File: config.mk
export PLATFORM = sky130hd
export DESIGN_NAME = simpson_cubic_integrator
export DESIGN_NICKNAME = d
export VERILOG_FILES = /design/src/design/sci_pkg.sv /design/src/design/sci_div.sv /design/src/design/simpson_cubic_integrator.sv
export SDC_FILE = /design/constraint.sdc
export NUM_CORES = 2
export LEC_CHECK = 0
export BUFFER_PORTS_ARGS = -buffer_cell sky130_fd_sc_hd__buf_4
export CORE_ASPECT_RATIO = 0.8
export CORE_UTILIZATION = 45
export DETAILED_ROUTE_END_ITERATION = 8
export SETUP_SLACK_MARGIN = 0.1
export SLEW_MARGIN = 20
export SYNTH_ARGS = -nofsm -noshare
export SYNTH_HDL_FRONTEND = slang
export SYNTH_SLANG_ARGS = --single-unit
File: constraint.sdc
create_clock -name clock -period 21.1 [get_ports clock]
set_input_delay 4.22 -clock clock [delete_from_list [all_inputs] [get_ports clock]]
set_output_delay 4.22 -clock clock [all_outputs]
set_load 0.02 [all_outputs]
File: src/design/sci_pkg.sv
`timescale 1ns / 1ps
// ----------------------------------------------------------------------------
// Simpson integrator package
// Shared widths, constants and sequencer states of the cubic integrator.
// ----------------------------------------------------------------------------
package sci_pkg;

   localparam int N_W      = 17;
   localparam int PT_W     = 18;
   localparam int TOL_W    = 16;
   localparam int OUT_W    = 48;
   localparam int ACC_W    = 60;
   localparam int MUL_W    = 32;
   localparam int NUM_W    = 74;
   localparam int DEN_W    = 27;
   localparam int CNT_W    = 7;

   localparam logic [PT_W-1:0]  MAX_N       = 18'd65536;
   localparam logic [25:0]      POLY_OFFSET = 26'd655360;
   localparam logic [TOL_W-1:0] TOL_RESET   = 16'd1;

   localparam logic [0:0] MODE_FIXED  = 1'b0;
   localparam logic [0:0] MODE_DOUBLE = 1'b1;

   typedef enum logic [3:0] {
      ST_IDLE,
      ST_STEP_GO,
      ST_STEP_WAIT,
      ST_PT,
      ST_SQ,
      ST_HI,
      ST_LO,
      ST_ACC,
      ST_SCALE_LO,
      ST_SCALE_HI,
      ST_RES_GO,
      ST_RES_WAIT,
      ST_DECIDE,
      ST_OUT
   } state_type;

endpackage

File: src/design/sci_div.sv
`timescale 1ns / 1ps
// ----------------------------------------------------------------------------
// Simpson integrator divider
// Restoring unsigned divider, one quotient bit per cycle.
// ----------------------------------------------------------------------------
module sci_div import sci_pkg::*; (
   input  logic             clock,
   input  logic             reset,
   input  logic             start,
   input  logic [NUM_W-1:0] num,
   input  logic [DEN_W-1:0] den,
   output logic             done,
   output logic [NUM_W-1:0] quot,
   output logic [DEN_W-1:0] rem
);

   logic             busy_ff;
   logic             done_ff;
   logic [CNT_W-1:0] cnt_ff;
   logic [NUM_W-1:0] num_ff;
   logic [DEN_W-1:0] rem_ff;
   logic [DEN_W-1:0] den_ff;
   logic [DEN_W:0]   trial;
   logic [DEN_W:0]   diffv;
   logic             ge;

   always_comb begin
      trial = {rem_ff, num_ff[NUM_W-1]};
      diffv = trial - {1'b0, den_ff};
      ge    = trial >= {1'b0, den_ff};
   end

   always_ff @(posedge clock) begin
      if (reset) begin
         busy_ff <= 1'b0;
         done_ff <= 1'b0;
         cnt_ff  <= '0;
      end else begin
         done_ff <= busy_ff && (cnt_ff == CNT_W'(1));
         if (start) begin
            busy_ff <= 1'b1;
            cnt_ff  <= CNT_W'(NUM_W);
         end else if (busy_ff) begin
            cnt_ff <= cnt_ff - CNT_W'(1);
            if (cnt_ff == CNT_W'(1)) begin
               busy_ff <= 1'b0;
            end
         end
      end
   end

   always_ff @(posedge clock) begin
      if (start) begin
         num_ff <= num;
         rem_ff <= '0;
         den_ff <= den;
      end else if (busy_ff) begin
         num_ff <= {num_ff[NUM_W-2:0], ge};
         rem_ff <= ge ? diffv[DEN_W-1:0] : trial[DEN_W-1:0];
      end
   end

   assign done = done_ff;
   assign quot = num_ff;
   assign rem  = rem_ff;

   a_rem_below_den: assert property (@(posedge clock) disable iff (reset)
      busy_ff |-> rem_ff < den_ff)
      else $error("Divider remainder reached the divisor.");

   a_done_after_busy: assert property (@(posedge clock) disable iff (reset)
      done_ff |-> !busy_ff && $past(busy_ff))
      else $error("Divider finished without a running division.");

endmodule

File: src/design/simpson_cubic_integrator.sv
`timescale 1ns / 1ps
// ----------------------------------------------------------------------------
// Simpson cubic integrator
// Integrates x^3 + 10x^2 over a Q8.8 span with composite Simpson's rule.
// ----------------------------------------------------------------------------
// A request transfer on req_* carries the span, the interval count and the
// mode; one result transfer on rsp_* follows per request. The user must write
// the tolerance for the doubling mode through csr_wr_en / csr_wr_data while
// idle; the block itself does not enforce this. One run over n subintervals
// evaluates the 2n+1 sample points, each through ST_PT, ST_SQ, ST_HI, ST_LO
// and ST_ACC, on one shared 32x32 multiplier, with one division in the
// bit-serial divider before the points and one after.
// Mode 0 is one run; the doubling mode runs for n = 2, 4, 8 and so on until
// it converges or n reaches 65536, so its latency is the sum of those runs.
// req_tready is high only while the block is idle. The result sits in an
// output register; a stalled receiver holds it there, and the block still
// takes and works on the next request, waiting only to hand over its result.
// Reset returns the sequencer to idle, drops rsp_tvalid and sets the
// tolerance to one.
// ----------------------------------------------------------------------------
module simpson_cubic_integrator import sci_pkg::*; (
   input  logic             clock,
   input  logic             reset,
   input  logic             req_tvalid,
   output logic             req_tready,
   input  logic [55:0]      req_tdata,   // lower_bound, upper_bound, intervals
   input  logic [0:0]       req_tuser,   // mode
   output logic             rsp_tvalid,
   input  logic             rsp_tready,
   output logic [71:0]      rsp_tdata,   // integral, intervals_used
   output logic [0:0]       rsp_tuser,   // not_converged
   input  logic             csr_wr_en,
   input  logic [TOL_W-1:0] csr_wr_data
);

   state_type state_ff, state_in;
   logic [TOL_W-1:0]  tol_ff;
   logic              mode_ff, mode_in;
   logic [15:0]       a_ff, a_in;
   logic [16:0]       span_ff, span_in;
   logic [N_W-1:0]    n_ff, n_in;
   logic              first_ff, first_in;
   logic              flag_ff, flag_in;
   logic [OUT_W-1:0]  res_ff, res_in;
   logic [OUT_W-1:0]  val_ff, val_in;
   logic [23:0]       qs_ff, qs_in;
   logic [PT_W-1:0]   rs_ff, rs_in;
   logic [24:0]       q_ff, q_in;
   logic [PT_W-1:0]   r_ff, r_in;
   logic [PT_W-1:0]   k_ff, k_in;
   logic [23:0]       mx_ff, mx_in;
   logic [23:0]       mp_ff, mp_in;
   logic              pneg_ff, pneg_in;
   logic [30:0]       sq_ff, sq_in;
   logic [38:0]       hi_ff, hi_in;
   logic [ACC_W-1:0]  acc_ff, acc_in;
   logic              neg_ff, neg_in;
   logic [47:0]       lo_ff, lo_in;
   logic [63:0]       prod_ff;
   logic              rsp_tvalid_ff;
   logic [OUT_W-1:0]  rsp_integral_ff;
   logic [N_W-1:0]    rsp_n_ff;
   logic              rsp_flag_ff;

   logic [MUL_W-1:0]  mul_a, mul_b;
   logic              rsp_load;
   logic              div_start, div_done;
   logic [NUM_W-1:0]  div_num, div_quot;
   logic [DEN_W-1:0]  div_den, div_rem;

   logic [N_W-1:0]    n_req;
   logic [PT_W-1:0]   n2;
   logic [15:0]       span_mag;
   logic [25:0]       offset, xv, pv, mxw, mpw;
   logic [39:0]       mval;
   logic [40:0]       fval;
   logic [ACC_W-1:0]  term;
   logic [ACC_W-1:0]  smag;
   logic [PT_W:0]     r_sum;
   logic [48:0]       dv, dmag;

   sci_div u_div (
      .clock (clock),
      .reset (reset),
      .start (div_start),
      .num   (div_num),
      .den   (div_den),
      .done  (div_done),
      .quot  (div_quot),
      .rem   (div_rem)
   );

   always_comb begin
      n_req    = req_tdata[48:32];
      if (n_req == '0) begin
         n_req = N_W'(1);
      end else if ({1'b0, n_req} > MAX_N) begin
         n_req = MAX_N[N_W-1:0];
      end
      n2       = {n_ff, 1'b0};
      span_mag = span_ff[16] ? 16'(-span_ff) : span_ff[15:0];
      offset   = span_ff[16] ? -{1'b0, q_ff} : {1'b0, q_ff};
      xv       = {{2{a_ff[15]}}, a_ff, 8'b0} + offset;
      pv       = xv + POLY_OFFSET;
      mxw      = xv[25] ? -xv : xv;
      mpw      = pv[25] ? -pv : pv;
      mval     = {1'b0, hi_ff} + {9'b0, prod_ff[46:16]};
      fval     = pneg_ff ? -{1'b0, mval} : {1'b0, mval};
      term     = {{(ACC_W-41){fval[40]}}, fval};
      if (k_ff == '0 || k_ff == n2) begin
         term = term;
      end else if (k_ff[0]) begin
         term = term <<< 2;
      end else begin
         term = term <<< 1;
      end
      smag     = acc_ff[ACC_W-1] ? -acc_ff : acc_ff;
      r_sum    = {1'b0, r_ff} + {1'b0, rs_ff};
      dv       = {val_ff[OUT_W-1], val_ff} - {res_ff[OUT_W-1], res_ff};
      dmag     = dv[48] ? -dv : dv;
   end

   always_comb begin
      state_in  = state_ff;
      mode_in   = mode_ff;
      a_in      = a_ff;
      span_in   = span_ff;
      n_in      = n_ff;
      first_in  = first_ff;
      flag_in   = flag_ff;
      res_in    = res_ff;
      val_in    = val_ff;
      qs_in     = qs_ff;
      rs_in     = rs_ff;
      q_in      = q_ff;
      r_in      = r_ff;
      k_in      = k_ff;
      mx_in     = mx_ff;
      mp_in     = mp_ff;
      pneg_in   = pneg_ff;
      sq_in     = sq_ff;
      hi_in     = hi_ff;
      acc_in    = acc_ff;
      neg_in    = neg_ff;
      lo_in     = lo_ff;
      mul_a     = '0;
      mul_b     = '0;
      div_start = 1'b0;
      div_num   = '0;
      div_den   = '0;
      req_tready = 1'b0;
      rsp_load  = 1'b0;
      case (state_ff)
         ST_IDLE: begin
            req_tready = 1'b1;
            if (req_tvalid) begin
               a_in     = req_tdata[15:0];
               span_in  = {req_tdata[31], req_tdata[31:16]} - {req_tdata[15], req_tdata[15:0]};
               mode_in  = req_tuser[0];
               n_in     = (req_tuser == MODE_DOUBLE) ? N_W'(2) : n_req;
               first_in = 1'b1;
               state_in = ST_STEP_GO;
            end
         end
         ST_STEP_GO: begin
            div_start = 1'b1;
            div_num   = {50'b0, span_mag, 8'b0};
            div_den   = {9'b0, n2};
            state_in  = ST_STEP_WAIT;
         end
         ST_STEP_WAIT: begin
            if (div_done) begin
               qs_in    = div_quot[23:0];
               rs_in    = div_rem[PT_W-1:0];
               q_in     = '0;
               r_in     = '0;
               k_in     = '0;
               acc_in   = '0;
               state_in = ST_PT;
            end
         end
         ST_PT: begin
            mx_in    = mxw[23:0];
            mp_in    = mpw[23:0];
            pneg_in  = pv[25];
            state_in = ST_SQ;
         end
         ST_SQ: begin
            mul_a    = {8'b0, mx_ff};
            mul_b    = {8'b0, mx_ff};
            state_in = ST_HI;
         end
         ST_HI: begin
            sq_in    = prod_ff[46:16];
            mul_a    = {1'b0, prod_ff[46:16]};
            mul_b    = {24'b0, mp_ff[23:16]};
            state_in = ST_LO;
         end
         ST_LO: begin
            hi_in    = prod_ff[38:0];
            mul_a    = {1'b0, sq_ff};
            mul_b    = {16'b0, mp_ff[15:0]};
            state_in = ST_ACC;
         end
         ST_ACC: begin
            acc_in = acc_ff + term;
            if (k_ff == n2) begin
               state_in = ST_SCALE_LO;
            end else begin
               k_in = k_ff + PT_W'(1);
               if (r_sum >= {1'b0, n2}) begin
                  r_in = PT_W'(r_sum - {1'b0, n2});
                  q_in = q_ff + {1'b0, qs_ff} + 25'd1;
               end else begin
                  r_in = r_sum[PT_W-1:0];
                  q_in = q_ff + {1'b0, qs_ff};
               end
               state_in = ST_PT;
            end
         end
         ST_SCALE_LO: begin
            neg_in   = acc_ff[ACC_W-1] ^ span_ff[16];
            mul_a    = smag[31:0];
            mul_b    = {16'b0, span_mag};
            state_in = ST_SCALE_HI;
         end
         ST_SCALE_HI: begin
            lo_in    = prod_ff[47:0];
            mul_a    = {8'b0, smag[55:32]};
            mul_b    = {16'b0, span_mag};
            state_in = ST_RES_GO;
         end
         ST_RES_GO: begin
            div_start = 1'b1;
            div_num   = {prod_ff[41:0], 32'b0} + {26'b0, lo_ff};
            div_den   = {n_ff, 10'b0} + {1'b0, n_ff, 9'b0};
            state_in  = ST_RES_WAIT;
         end
         ST_RES_WAIT: begin
            if (div_done) begin
               if (neg_ff) begin
                  if (div_quot > NUM_W'(48'h8000_0000_0000)) begin
                     val_in = 48'h8000_0000_0000;
                  end else begin
                     val_in = -div_quot[OUT_W-1:0];
                  end
               end else begin
                  if (div_quot > NUM_W'(48'h7FFF_FFFF_FFFF)) begin
                     val_in = 48'h7FFF_FFFF_FFFF;
                  end else begin
                     val_in = div_quot[OUT_W-1:0];
                  end
               end
               state_in = ST_DECIDE;
            end
         end
         ST_DECIDE: begin
            res_in  = val_ff;
            flag_in = 1'b0;
            if (mode_ff == MODE_FIXED) begin
               state_in = ST_OUT;
            end else if (first_ff || dmag > {33'b0, tol_ff}) begin
               if (n2 > MAX_N) begin
                  flag_in  = 1'b1;
                  state_in = ST_OUT;
               end else begin
                  n_in     = n2[N_W-1:0];
                  first_in = 1'b0;
                  state_in = ST_STEP_GO;
               end
            end else begin
               state_in = ST_OUT;
            end
         end
         ST_OUT: begin
            if (!rsp_tvalid_ff || rsp_tready) begin
               rsp_load = 1'b1;
               state_in = ST_IDLE;
            end
         end
         default: begin
            state_in = ST_IDLE;
         end
      endcase
   end

   always_ff @(posedge clock) begin
      if (reset) begin
         state_ff      <= ST_IDLE;
         rsp_tvalid_ff <= 1'b0;
         tol_ff        <= TOL_RESET;
      end else begin
         state_ff <= state_in;
         if (csr_wr_en) begin
            tol_ff <= csr_wr_data;
         end
         if (rsp_load) begin
            rsp_tvalid_ff <= 1'b1;
         end else if (rsp_tready) begin
            rsp_tvalid_ff <= 1'b0;
         end
      end
   end

   always_ff @(posedge clock) begin
      mode_ff  <= mode_in;
      a_ff     <= a_in;
      span_ff  <= span_in;
      n_ff     <= n_in;
      first_ff <= first_in;
      flag_ff  <= flag_in;
      res_ff   <= res_in;
      val_ff   <= val_in;
      qs_ff    <= qs_in;
      rs_ff    <= rs_in;
      q_ff     <= q_in;
      r_ff     <= r_in;
      k_ff     <= k_in;
      mx_ff    <= mx_in;
      mp_ff    <= mp_in;
      pneg_ff  <= pneg_in;
      sq_ff    <= sq_in;
      hi_ff    <= hi_in;
      acc_ff   <= acc_in;
      neg_ff   <= neg_in;
      lo_ff    <= lo_in;
      prod_ff  <= mul_a * mul_b;
      if (rsp_load) begin
         rsp_integral_ff <= res_ff;
         rsp_n_ff        <= n_ff;
         rsp_flag_ff     <= flag_ff;
      end
   end

   assign rsp_tvalid = rsp_tvalid_ff;
   assign rsp_tdata  = {7'b0, rsp_n_ff, rsp_integral_ff};
   assign rsp_tuser  = rsp_flag_ff;

   a_point_in_range: assert property (@(posedge clock) disable iff (reset)
      state_ff == ST_ACC |-> k_ff <= n2)
      else $error("Sample index ran past the end of the span.");

   a_step_rem_below: assert property (@(posedge clock) disable iff (reset)
      state_ff == ST_PT |-> r_ff < n2)
      else $error("Sample point remainder is not below the point count.");

   a_flag_at_limit: assert property (@(posedge clock) disable iff (reset)
      rsp_tvalid_ff && rsp_flag_ff |-> {1'b0, rsp_n_ff} == MAX_N)
      else $error("Convergence flag set below the interval limit.");

endmodule

==> metrics.csv <==
metric,value,unit
rsz0062_at_grt,no,
cts.sinks,750,
fp.coreArea,158000,sq um
grt_pass1_vias,55100,
critPathCaptureType,flop,
relSlewSlack,0.171,
grt.met3_usage,0.0508,
via_count,57700,
finalCriticalPeriod,13.36,ns
io_buffers,138,
dp_slack,8.01,ns
synth_edf_count,645,
synth_area,71900,sq um
synth_area_leaders,"edfxtp_1 27%, fa_1 18%, ha_1 8.1%, inv_1 5.7%, nand2_1 5.0%",
post-synth-top-count-cell,inv_1,
yosys_most_used_dff,edfxtp_1,
finalHoldViolCount,0,
drcViolationCount,0,
tns,0,ns
grt_usage,0.270,
power.leakage,33.6,nW
cpLargestDelayFamily,simple AND/OR/NAND/NOR gates,
hp-class,flop to flop,
post-cts-setup-buffers,0,
cts_hold_buf,0,
synth_top_area_cell,edfxtp_1,
cp_max_fo,22,
fmax,74.9,MHz
netlist.area_leader.share,0.269,
grt_pass1_wl,336000,um
cts_tree,yes,
gp_congestion,0.948,
fp.dieH,359,um
synthArstFlopShare,0,
power_density,77.3,nW/um^2
numCtsBuffers,82,
synth_common_cells,"1096 x inv_1, 963 x nand2_1, 645 x edfxtp_1",
drt_wl_total,220000,um
ys.warnings.count,0,
synth_adder_area_share,0.260,
synth_compound_area_frac,0.139,
htreeDepth,3,
cts_root_buf,clkbuf_16,
min_period_over_period,0.633,
cp_data_required_time,21.71,ns
vdd_drop_max,0.0000665,V
final_max_slew_viol_count,0,
grtUsageMet2,0.382,
start_util,0.456,
slowest_stage,nor4_1,
ant_nets,0,
syn_inst,7749,
critical_path_class,flop to flop,
cts.reportedPaths.clkPinSlew,0.06,ns
drt_iter0_drc,6054,
ioPinCount,153,
grt_start_max_net_pins,77,
setup_viol,0,
die_area,161000,sq um
die_w,449,um
antenna_found_initial,8,
clock_latency,0.71,ns
wl_per_cell,22.0,um
clockBufferDepth,3,
drv_cap,0,
synth_top_family_by_area,adder cells,
synthMuxAreaShare,0.00982,
synth_xor_area_frac,0.0657,
yosys.cell_types.count,94,
grt.overflow.total,0,
grtUsageMet1,0.422,
synthSimpleGateAreaFrac,0.153,
cp.arrival,13.97,ns
area_growth,9.44,%
final_layout_size_suffix_gt1_frac,0.0654,
avgSynthCellArea,9.27,sq um
skew,0.0389,ns
cp-start-kind,flop,
ys_seq_area_frac,0.299,
fin_ws,7.74,ns
grt.busiest_layer,met1,
dp_hpwl,165000,um
tightestPinTransition,1.24,ns
synth_seq_cells,750,
ctsResizeCount,0,
firstDrtPassIters,7,
slowest_delay,0.60,ns
status,finished clean,
layout.nets,9023,
cp.buffers_inverters,8,
vias_per_cell,5.76,
placement_rows,130,
## per-stage QoR
stage / utilization / hold WS [ns] / power [mW] / instance area (sq um) / instances
after detailed placement: 0.480 / 0.418 / 4.48 / 75800 / 9864
final: 0.499 / 0.431 / 6.08 / 78700 / 10000
after CTS: 0.498 / 0.432 / 6.06 / 78600 / 10000
after global placement: 0.480 / 0.418 / 4.44 / 75800 / 9864
after floorplan: - / 0.386 / 3.77 / 72000 / 7782
after global routing: 0.498 / 0.446 / 6.42 / 78600 / 10000
## per-layer routing
metal,part of all wire,vias up
met1,0.47,28500
li1,-,26500
met4,0.021,0
met2,0.41,2413
met3,0.10,265
met5,0,-
## final timing paths
check | from | end | slack [ns] | depth (start not counted)
max reg2reg | acc_ff[4] | prod_ff[47] | 7.74 | 44
min reg2reg | flag_ff | rsp_tuser | 0.43 | 0
min | flag_ff | rsp_tuser | 0.43 | 0
max | acc_ff[4] | prod_ff[47] | 7.74 | 44
## placed cells by master, fill, tap and decap left out, drive strengths merged, types with 51 or more instances in the layout
master	Yosys	routed
ha	466	466
nand2	963	963
nor2	505	505
and2	154	154
and3	68	68
edfxtp	645	645
a21o	138	138
a21oi	354	354
or3	73	73
mux2i	66	66
a211oi	51	51
o21bai	54	54
nand4	58	58
o21ai	407	407
dfxtp	105	105
xor2	237	237
xnor2	302	302
buf	28	266
inv	1096	1103
o211ai	54	54
fa	643	643
o31ai	53	53
nand3	125	125
nand2b	59	59
clkbuf	268	100
nor3	109	109
## logic make-up (layout without fill, tap and decap cells)
family,after synthesis,count (layout)
fa+ha+maj,1109,1109
compound gates,1536,1536
other cells,2,40
xor+xnor,539,539
mux,70,70
buf+inv,1394,1516
simple gates,2349,2349
flops,750,750
## report_power, final
part           total [mW]  switching, mW  internal [mW]
registers            2.20          0.262           1.93
clock network        1.57          0.650          0.919
logic                2.32           1.45          0.870
total                6.08           2.36           3.72
## sequential cells by signal, indices dropped and copies added (netlist names), 26 cells and up
| register | count |
|---|---|
| rsp_integral_ff | 48 |
| acc_ff | 60 |
| u_div.den_ff | 26 |
| prod_ff | 48 |
| lo_ff | 48 |
| sq_ff | 31 |
| res_ff | 48 |
| hi_ff | 39 |
| u_div.rem | 27 |
| val_ff | 48 |
| u_div.quot | 74 |
## area by class of cell
type | count | area (sq um)
clock inverter | 52 | 669
antenna | 5 | 12.5
multi-input combinational | 5638 | 45500
fill | 14900 | 79100
timing repair buffer | 266 | 2000
tap | 2112 | 2640
clock buffer | 100 | 2200
inverter | 1098 | 4120
sequential | 750 | 21500
(Power assumes the default switching activity.)
